<file path="src/rtl/fir_pkg.sv">
// fir_pkg: shared widths, register map constants and control types
// used by every module of the fir filter; no dependencies
`timescale 1ns / 1ps

package fir_pkg;

  localparam int DATA_W    = 32;
  localparam int TAP_REGS  = 8;
  localparam int TAP_AW    = 3;
  localparam int CFG_IDX_W = 8;

  // control that travels with one history/tap read into the mac
  typedef struct packed {
    logic vld;
    logic first;
    logic last;
  } mac_ctl_t;

endpackage

</file>
<file path="src/rtl/fir_tap_mem.sv">
// fir_tap_mem: coefficient memory, one write port from the config
// channel and one registered read port; depends on fir_pkg
`timescale 1ns / 1ps

module fir_tap_mem (
  input  logic                                  clk,
  input  logic                                  rst,
  input  logic                                  wr_en,
  input  logic [fir_pkg::TAP_AW-1:0]            wr_addr,
  input  logic [fir_pkg::DATA_W-1:0]            wr_data,
  input  logic [fir_pkg::TAP_AW-1:0]            rd_addr,
  output logic [fir_pkg::DATA_W-1:0]            rd_data
);

  logic [fir_pkg::DATA_W-1:0]   mem [fir_pkg::TAP_REGS];
  logic [fir_pkg::TAP_REGS-1:0] written;
  logic [fir_pkg::DATA_W-1:0]   rd_q;
  logic                         rd_written;

  always_ff @(posedge clk) begin
    if (wr_en) begin
      mem[wr_addr] <= wr_data;
    end
    rd_q <= mem[rd_addr];
  end

  // unwritten coefficients read as zero
  always_ff @(posedge clk) begin
    if (rst) begin
      written    <= '0;
      rd_written <= 1'b0;
    end else begin
      if (wr_en) begin
        written[wr_addr] <= 1'b1;
      end
      rd_written <= written[rd_addr];
    end
  end

  assign rd_data = rd_written ? rd_q : '0;

endmodule

</file>
<file path="src/rtl/fir_hist_mem.sv">
// fir_hist_mem: circular sample history, one write and one registered
// read port, per-entry valid bits clear it at reset; depends on fir_pkg
`timescale 1ns / 1ps

module fir_hist_mem #(
  parameter int DEPTH = 8,
  parameter int AW    = 3
) (
  input  logic                          clk,
  input  logic                          rst,
  input  logic                          wr_en,
  input  logic [AW-1:0]                 wr_addr,
  input  logic [fir_pkg::DATA_W-1:0]    wr_data,
  input  logic [AW-1:0]                 rd_addr,
  output logic [fir_pkg::DATA_W-1:0]    rd_data
);

  logic [fir_pkg::DATA_W-1:0] mem [DEPTH];
  logic [DEPTH-1:0]           filled;
  logic [fir_pkg::DATA_W-1:0] rd_q;
  logic                       rd_filled;

  always_ff @(posedge clk) begin
    if (wr_en) begin
      mem[wr_addr] <= wr_data;
    end
    rd_q <= mem[rd_addr];
  end

  always_ff @(posedge clk) begin
    if (rst) begin
      filled    <= '0;
      rd_filled <= 1'b0;
    end else begin
      if (wr_en) begin
        filled[wr_addr] <= 1'b1;
      end
      rd_filled <= filled[rd_addr];
    end
  end

  assign rd_data = rd_filled ? rd_q : '0;

endmodule

</file>
<file path="src/rtl/fir_mac.sv">
// fir_mac: shared multiply-accumulate unit, one tap per cycle, holds the
// finished sum until it is taken; depends on fir_pkg
`timescale 1ns / 1ps

module fir_mac (
  input  logic                          clk,
  input  logic                          rst,
  input  fir_pkg::mac_ctl_t             ctl,
  input  logic [fir_pkg::DATA_W-1:0]    hist_data,
  input  logic [fir_pkg::DATA_W-1:0]    tap_data,
  input  logic                          res_take,
  output logic                          res_vld,
  output logic [fir_pkg::DATA_W-1:0]    res_data
);

  fir_pkg::mac_ctl_t          rd_ctl;
  fir_pkg::mac_ctl_t          prod_ctl;
  logic [fir_pkg::DATA_W-1:0] prod;
  logic [fir_pkg::DATA_W-1:0] acc;
  logic [fir_pkg::DATA_W-1:0] acc_next;

  // ctl lines up with the registered memory read data
  always_ff @(posedge clk) begin
    if (rst) begin
      rd_ctl   <= '0;
      prod_ctl <= '0;
      res_vld  <= 1'b0;
    end else begin
      rd_ctl   <= ctl;
      prod_ctl <= rd_ctl;
      if (prod_ctl.vld && prod_ctl.last) begin
        res_vld <= 1'b1;
      end else if (res_take) begin
        res_vld <= 1'b0;
      end
    end
  end

  // low word of the product is the same for signed and unsigned operands
  always_ff @(posedge clk) begin
    prod <= fir_pkg::DATA_W'(hist_data * tap_data);
    if (prod_ctl.vld) begin
      acc <= acc_next;
    end
  end

  assign acc_next = prod_ctl.first ? prod : acc + prod;
  assign res_data = acc;

endmodule

</file>
<file path="src/rtl/fir_filter_top.sv">
// fir_filter_top: direct-form fir filter, sequencer around the history
// and coefficient memories and the shared mac; depends on fir_pkg
// samples are handled one at a time: the next is accepted only after the
// finished sum of the last has been taken, the single mac walking one tap per
// cycle through the memory read port
// reset: synchronous, clears history and coefficients to zero via valid bits
`timescale 1ns / 1ps

module fir_filter_top #(
  parameter int NUM_TAPS = 8
) (
  input  logic                                 clk,
  input  logic                                 rst,
  input  logic                                 in_valid,
  output logic                                 in_ready,
  input  logic signed [fir_pkg::DATA_W-1:0]    sample_in,
  output logic                                 out_valid,
  input  logic                                 out_ready,
  output logic signed [fir_pkg::DATA_W-1:0]    filtered_out,
  input  logic                                 cfg_valid,
  output logic                                 cfg_ready,
  input  logic [fir_pkg::CFG_IDX_W-1:0]        cfg_index,
  input  logic [fir_pkg::DATA_W-1:0]           cfg_data
);

  localparam int AW = (NUM_TAPS > 1) ? $clog2(NUM_TAPS) : 1;

  typedef enum logic [1:0] {ST_IDLE, ST_ISSUE, ST_DONE} state_t;

  state_t                     state;
  logic [AW-1:0]              head;
  logic [AW-1:0]              head_next;
  logic [AW-1:0]              tap_cnt;
  logic [AW:0]                addr_sum;
  logic [AW-1:0]              hist_rd_addr;
  logic                       tap_last;
  logic                       in_xfer;
  logic                       tap_wr_en;
  fir_pkg::mac_ctl_t          mac_ctl;
  logic [fir_pkg::DATA_W-1:0] hist_data;
  logic [fir_pkg::DATA_W-1:0] tap_data;
  logic                       res_vld;
  logic [fir_pkg::DATA_W-1:0] res_data;
  logic                       res_take;

  assign in_ready  = (state == ST_IDLE);
  assign in_xfer   = in_valid && in_ready;
  assign cfg_ready = 1'b1;
  assign tap_wr_en = cfg_valid && (cfg_index < fir_pkg::CFG_IDX_W'(fir_pkg::TAP_REGS));

  // newest sample goes one slot below the previous head
  assign head_next = (head == '0) ? AW'(NUM_TAPS - 1) : head - 1'b1;

  assign addr_sum     = {1'b0, head} + {1'b0, tap_cnt};
  assign hist_rd_addr = (addr_sum >= (AW + 1)'(NUM_TAPS)) ?
                        AW'(addr_sum - (AW + 1)'(NUM_TAPS)) : AW'(addr_sum);
  assign tap_last     = (tap_cnt == AW'(NUM_TAPS - 1));

  assign mac_ctl.vld   = (state == ST_ISSUE);
  assign mac_ctl.first = (tap_cnt == '0);
  assign mac_ctl.last  = tap_last;

  assign res_take = res_vld && (!out_valid || out_ready);

  always_ff @(posedge clk) begin
    if (rst) begin
      state     <= ST_IDLE;
      head      <= '0;
      tap_cnt   <= '0;
      out_valid <= 1'b0;
    end else begin
      unique case (state)
        ST_IDLE: begin
          tap_cnt <= '0;
          if (in_xfer) begin
            head  <= head_next;
            state <= ST_ISSUE;
          end
        end
        ST_ISSUE: begin
          if (tap_last) begin
            tap_cnt <= '0;
            state   <= ST_DONE;
          end else begin
            tap_cnt <= tap_cnt + 1'b1;
          end
        end
        ST_DONE: begin
          if (res_take) begin
            state <= ST_IDLE;
          end
        end
        default: begin
          state <= ST_IDLE;
        end
      endcase
      if (res_take) begin
        out_valid <= 1'b1;
      end else if (out_ready) begin
        out_valid <= 1'b0;
      end
    end
  end

  always_ff @(posedge clk) begin
    if (res_take) begin
      filtered_out <= res_data;
    end
  end

  fir_hist_mem #(
    .DEPTH (NUM_TAPS),
    .AW    (AW)
  ) u_hist (
    .clk     (clk),
    .rst     (rst),
    .wr_en   (in_xfer),
    .wr_addr (head_next),
    .wr_data (sample_in),
    .rd_addr (hist_rd_addr),
    .rd_data (hist_data)
  );

  fir_tap_mem u_taps (
    .clk     (clk),
    .rst     (rst),
    .wr_en   (tap_wr_en),
    .wr_addr (cfg_index[fir_pkg::TAP_AW-1:0]),
    .wr_data (cfg_data),
    .rd_addr (fir_pkg::TAP_AW'(tap_cnt)),
    .rd_data (tap_data)
  );

  fir_mac u_mac (
    .clk       (clk),
    .rst       (rst),
    .ctl       (mac_ctl),
    .hist_data (hist_data),
    .tap_data  (tap_data),
    .res_take  (res_take),
    .res_vld   (res_vld),
    .res_data  (res_data)
  );

`ifndef ASSERT_OFF
  a_no_result_mid_walk: assert property (@(posedge clk) disable iff (rst)
    (state == ST_ISSUE) |-> !res_vld)
    else $error("mac result valid while taps are still being issued");

  a_one_item_at_a_time: assert property (@(posedge clk) disable iff (rst)
    (in_valid && in_ready) |=> !in_ready)
    else $error("input taken again before the current sample finished");

  a_head_in_range: assert property (@(posedge clk) disable iff (rst)
    {1'b0, head} < (AW + 1)'(NUM_TAPS))
    else $error("history head pointer outside the history depth");

  a_take_returns_idle: assert property (@(posedge clk) disable iff (rst)
    (state == ST_DONE && res_take) |=> (state == ST_IDLE && out_valid))
    else $error("finished sum not moved to the output register");
`endif

endmodule

</file>
<file path="config.mk">
export PLATFORM = sky130hd
export DESIGN_NAME = fir_filter_top
export DESIGN_NICKNAME = d
export VERILOG_FILES = /design/src/rtl/fir_pkg.sv /design/src/rtl/fir_tap_mem.sv /design/src/rtl/fir_hist_mem.sv /design/src/rtl/fir_mac.sv /design/src/rtl/fir_filter_top.sv
export SDC_FILE = /design/constraint.sdc
export NUM_CORES = 2
export LEC_CHECK = 0
export BUFFER_PORTS_ARGS = -buffer_cell sky130_fd_sc_hd__buf_2
export CAP_MARGIN = 20
export CORE_MARGIN = 4
export CORE_UTILIZATION = 45
export CTS_CLUSTER_DIAMETER = 80
export CTS_CLUSTER_SIZE = 30
export DETAILED_ROUTE_END_ITERATION = 12
export PLACE_DENSITY_LB_ADDON = 0.2
export SYNTH_ARGS = -nofsm -noshare
export SYNTH_HDL_FRONTEND = slang
export SYNTH_SLANG_ARGS = --single-unit
</file>
<file path="constraint.sdc">
create_clock -name clk -period 19.8 [get_ports clk]
set_input_delay 1.98 -clock clk [delete_from_list [all_inputs] [get_ports clk]]
set_output_delay 1.98 -clock clk [all_outputs]
set_load 0.02 [all_outputs]
</file>
* Word level (Yosys, flattened, before mapping)
Memory sizes are Yosys's and may differ from the RTL's. A register that Yosys moved wholly into a read port is not among the register bits. Cells that the tools add are included.
Storage, ports and cells: bits in registers 130, memory bits (writable) 512, input port bits 77, output and inout port bits 35, logic and storage cells 85, memories kept 2
Memories:
- u_hist.mem | words 8, width 32, read ports 1, clocked after memory_dff 1, write ports 1, line fir_hist_mem.sv:18 | logic [fir_pkg::DATA_W-1:0] mem [DEPTH];
- u_taps.mem | words 8, width 32, read ports 1, clocked after memory_dff 1, write ports 1, line fir_tap_mem.sv:15 | logic [fir_pkg::DATA_W-1:0] mem [fir_pkg::TAP_REGS];
Cells by class: add/sub/neg operators 5, multiply operators 1, $lt $le $gt $ge 8, equality and inequality tests 6, multiplexer cells 27, bitwise operators 2, reductions and logical operators 16
Operators with widths (count):
- two-way mux 32 bit | 3
- adder 32 bit | 1
- multiplier 32 x 32 -> 32 bit | 1
- less-than comparator 3 x 4 -> 1 bit (second input constant) | 4
- bitwise OR 8 bit | 2
- two-way mux 1 bit | 12
- two-way mux 3 bit | 3
- less-than comparator 8 x 4 -> 1 bit (second input constant) | 1
- binary-select mux 1 bit (select 3 bit) | 2
- demux 1 bit (select 3 bit) | 2
- >= comparator 3 x 1 -> 1 bit (second input constant) | 2
- logical AND 1 bit | 6
- logical NOT 3 bit | 2
- two-way mux 2 bit | 3
- one-hot mux 2 bit (3 select lines) | 1
- one-hot mux 3 bit (2 select lines) | 1
- nonzero test 2 bit | 3
- subtractor 3 x 1 -> 3 bit (second input constant) | 2
- adder 3 x 3 -> 4 bit | 1
- >= comparator 4 bit (second input constant) | 1
- != test 2 bit (second input constant) | 2
- adder 3 x 1 -> 3 bit (second input constant) | 1
- equality test 3 bit (second input constant) | 1
- AND reduction 3 bit | 1
- 7 further kinds | 7

* Longest topological paths before layout
depth in word-level cells 7, gate-level depth with buffers 31, gate-level depth less buffers 26

* By module
A second synthesis with hierarchy kept.
Unflattened totals: cell total of the unflattened synthesis 3147, area total of the unflattened synthesis 42629.6 µm²
Modules (own cells, without submodules):
- fir_mac | times used 1, cells an instance 2095, area an instance 19223.4 µm², seq. area each 1741.7 µm²
- fir_hist_mem | times used 1, cells an instance 479, area an instance 11061.9 µm², seq. area each 8508.2 µm²
- fir_tap_mem | times used 1, cells an instance 478, area an instance 10849.2 µm², seq. area each 8508.2 µm²
- fir_filter_top | times used 1, cells an instance 95, area an instance 1495.2 µm², seq. area each 1141.1 µm²

* Worst setup path after synthesis
No wires, ideal clock.
path kind register to register, start register u_hist.rd_filled, end register u_mac.prod[30] (netlist name), library setup time 0.131 ns, data arrival time 7.145 ns, setup slack 12.525 ns, cell stages (with the launch flop) 27, path buffers 5, cells stage by stage dfxtp_1 buf_2 buf_2 buf_2 clkbuf_1 and2_1 clkbuf_1 nand2_1 fa_1 fa_1 inv_1 fa_1 inv_1 fa_1 inv_1 fa_1 fa_1 fa_1 fa_1 ha_1 a21oi_1 o21ai_0 nor2_1 o21ai_2 a2111oi_0 o31ai_1 xor2_1
On the way: word-level cells in the longest chain between the ends 2
RTL lines:
- from (decl) | line fir_hist_mem.sv:21 | logic rd_filled;
- from (signal assigned) | line fir_hist_mem.sv:38 | rd_filled <= filled[rd_addr];
- two-way mux 32 bit | line fir_hist_mem.sv:42 | assign rd_data = rd_filled ? rd_q : '0;
- multiplier 32 x 32 -> 32 bit | line fir_mac.sv:41 | prod <= fir_pkg::DATA_W'(hist_data * tap_data);
- to (signal assigned) | line fir_mac.sv:41
- to (decl) | line fir_mac.sv:18 | logic [fir_pkg::DATA_W-1:0] prod;
Every way passes these cells. A chain may end at the register's enable or synchronous reset.

* Worst setup path in the final report
Ends and elaborated chain as after synthesis.

==> impl_metrics.py <==
metrics = {
    "floorplan": {
        "die_h_um": 313,
        "die_w_um": 313,
        "boundaryPins": 112,
        "rows": 111,
        "fp.dieArea_um2": 97900,
        "start_util_pct": 45.5,
        "fp.coreArea_um2": 91900,
    },
    "critical_path": {
        "worstSetupStartpointType": "flip-flop",
        "critical_path.endpoint_type": "flip-flop",
        "worstPathArrival_ns": 8.87,
        "worstPathRequired_ns": 20.29,
        "path_max_fanout": 74,
        "path_class": "reg -> reg",
    },
    "finish": {
        "utilization_pct": 49.0,
        "fin_area_um2": 45000,
        "syn_to_final_growth_pct": 7.67,
        "final_cells": 4491,
        "drive_above_1_share_pct": 13.1,
        "fin_nets": 3860,
    },
    "run_status": {
        "status": "finished, final reports clean",
    },
    "drt": {
        "vias": 24200,
        "drt_first_pass_iters": 7,
        "avgRoutedWirePerCell_um": 23.4,
        "drtIter0Drc": 1760,
        "finalWirelength_mm": 105,
        "via_per_inst": 5.38,
        "drc": 0,
        "ant_nets": 0,
    },
    "clock_tree": {
        "cts_buffer_depth": 3,
        "cts_max_level": 2,
        "clk_pin_slew_ns": 0.11,
        "postCtsHoldBufs": 0,
        "root_buffer": "clkbuf_16",
        "cts_buffers": 35,
        "clock_latency_ns": 0.62,
        "cts_tree": "built",
        "clock-sinks": 706,
        "postCtsSetupRepairBufs": 0,
        "cts-resized-gates": 0,
    },
    "global_routing": {
        "grtUsageTotal_pct": 21.7,
        "antenna_found_initial": 11,
        "grt_pass1_wl_mm": 161,
        "grt_max_degree": 75,
        "grt.overflow.total": 0,
        "grt_pass1_vias": 26100,
    },
    "timing": {
        "post-route-period-util_pct": 42.3,
        "hold_violations": 0,
        "setup_viol": 0,
        "finalCriticalPeriod_ns": 8.38,
        "holdWs_ns": 0.460,
        "worst_slew_pin_slew_ns": 1.12,
        "finClkSkew_ns": 0.0247,
        "slew_headroom_pct": 25.5,
        "setup_tns_ns": 0,
        "maxSlewViolCount": 0,
        "worst_slack_ns": 11.42,
        "rsz0062_at_grt": "false",
        "clock.fmax_ghz": 0.119,
    },
    "place": {
        "io_buffers": 110,
        "gp_congestion": 0.931,
        "place_area_um2": 43800,
        "post-place-ws_ns": 11.46,
        "dp_hpwl_mm": 76.1,
        "dp.cells": 4419,
    },
    "logic_synthesis": {
        "yosys_warnings": 0,
        "ys_types": 69,
        "ys_seq_area_share_pct": 47.6,
        "synth_seq_cells": 706,
        "ys_async_sr_fraction_pct": 0,
        "netlist_instances": 3168,
        "syn_area_um2": 41800,
        "syn_nets": 3815,
        "syn_area_per_cell_um2": 13.2,
        "synth_ff_type": "edfxtp_1",
        "synth_edf_count": 576,
    },
    "power": {
        "vdd_drop_max_uv": 77.0,
        "p_leak_nw": 16.8,
        "power.density_nw_per_um2": 60.9,
        "total_power_mw": 2.74,
    },
    "flow_run": {
        "maxCapViolations": 0,
    },
    "min_path": {
        "hp-class": "reg -> reg",
    },
}
path summary, 6_finish.rpt:
| kind | startpoint | end | slack (ns) | cells past startpoint |
|---|---|---|---|---|
| min reg2reg | u_mac.rd_ctl[0] | u_mac.prod_ctl[0] | 0.46 | 1 |
| max reg2reg | u_hist.rd_filled | u_mac.prod[30] | 11.42 | 25 |
| min | u_mac.rd_ctl[0] | u_mac.prod_ctl[0] | 0.46 | 1 |
| max | u_hist.rd_filled | u_mac.prod[30] | 11.42 | 25 |
sequential cells by signal, summed over array words and instances (netlist names), 8 cells and up:
signal	cells
filtered_out	32
u_hist.filled	8
u_hist.mem	256
u_hist.rd_q	32
u_mac.prod	32
u_mac.res_data	32
u_taps.mem	256
u_taps.rd_q	32
u_taps.written	8
synth_stat cells, types with 7 or more instances:
library cell / n / area (um2)
edfxtp_1: 576 / 17300
inv_1: 423 / 1590
fa_1: 410 / 8210
nor2_1: 332 / 1250
nand2_1: 298 / 1120
ha_1: 160 / 2000
mux4_2: 132 / 2970
dfxtp_1: 130 / 2600
clkbuf_1: 104 / 390
xnor2_1: 76 / 666
and2_1: 65 / 407
mux2_2: 65 / 732
nand3_1: 55 / 275
a21oi_1: 51 / 255
o21ai_0: 42 / 210
a21o_1: 28 / 210
xor2_1: 27 / 236
buf_1: 21 / 78.8
nand2b_1: 15 / 93.8
nor3_1: 14 / 70.1
nor2b_1: 13 / 81.3
a211oi_1: 9 / 67.6
and3_1: 8 / 50.1
o21bai_1: 8 / 60.1
o21a_1: 7 / 52.6
where the power goes:
| part | switching, mW | internal [mW] |
|---|---|---|
| Sequential | 0.0427 | 1.65 |
| Clock | 0.489 | 0.377 |
| Combinational | 0.105 | 0.0790 |
layout make-up:
class | count | area (um2)
Timing Repair Buffer | 141 | 783
Sequential cell | 706 | 19900
Fill cell | 8049 | 46900
Clock inverter | 14 | 221
Antenna cell | 8 | 20.0
Inverter | 423 | 1590
Tap cell | 1243 | 1560
Multi-Input combinational cell | 1906 | 20000
Clock buffer | 50 | 995
cells by family (layout without fill, tap and decap cells):
kind of cell | Yosys count | in the layout | share of synthesized area [%]
adder cells (fa/ha/maj) | 570 | 570 | 24.4
flip-flops | 706 | 706 | 47.6
multiplexers | 201 | 201 | 8.95
buffers and inverters | 556 | 628 | 5.03
other | 1 | 9 | 0.00897
XOR/XNOR | 106 | 106 | 2.32
AND/OR/NAND/NOR | 830 | 830 | 8.50
AO/OA/AOI/OAI | 198 | 198 | 3.21
cells in the final DEF (no fill, tap or decap), types with 7 or more instances in the layout:
cell / netlist / final
edfxtp_1: 576 / 576
inv_1: 423 / 423
fa_1: 410 / 410
nor2_1: 332 / 320
nand2_1: 298 / 298
ha_1: 160 / 159
mux4_2: 132 / 132
dfxtp_1: 130 / 123
buf_2: 6 / 110
xnor2_1: 76 / 75
and2_1: 65 / 65
mux2_2: 65 / 65
nand3_1: 55 / 55
a21oi_1: 51 / 51
o21ai_0: 42 / 42
clkbuf_16: 0 / 37
buf_4: 2 / 31
a21o_1: 28 / 28
xor2_1: 27 / 27
nand2b_1: 15 / 15
nor2b_1: 13 / 12
nor2_4: 0 / 12
clkbuf_1: 104 / 11
nor3_1: 14 / 10
a211oi_1: 9 / 9
diode_2: 0 / 8
o21bai_1: 8 / 8
and3_1: 8 / 8
o21a_1: 7 / 7
per-layer routing:
metal	wire length, um	GRT usage, %
met1	43800	29.5
met5	29	0
met4	3090	6.45
met3	6750	3.81
met2	51200	36.2
worst max-delay path, stage by stage, from the launching register on:
cell	delay, ns
dfxtp_2	0.34
buf_4	0.53
nand2_1	0.77
nor2_1	0.38
fa_1	0.47
inv_1	0.09
fa_1	0.43
fa_1	0.49
inv_1	0.06
fa_1	0.47
ha_1	0.29
ha_1	0.27
inv_1	0.04
fa_1	0.48
inv_1	0.05
fa_1	0.43
ha_1	0.34
a211oi_1	0.31
nand3_1	0.11
o211ai_1	0.42
nor3_1	0.13
nor2_1	0.23
o21ai_2	0.14
a2111oi_0	0.60
o31ai_1	0.20
xor2_1	0.17
Power figures use the tool's default switching activity.
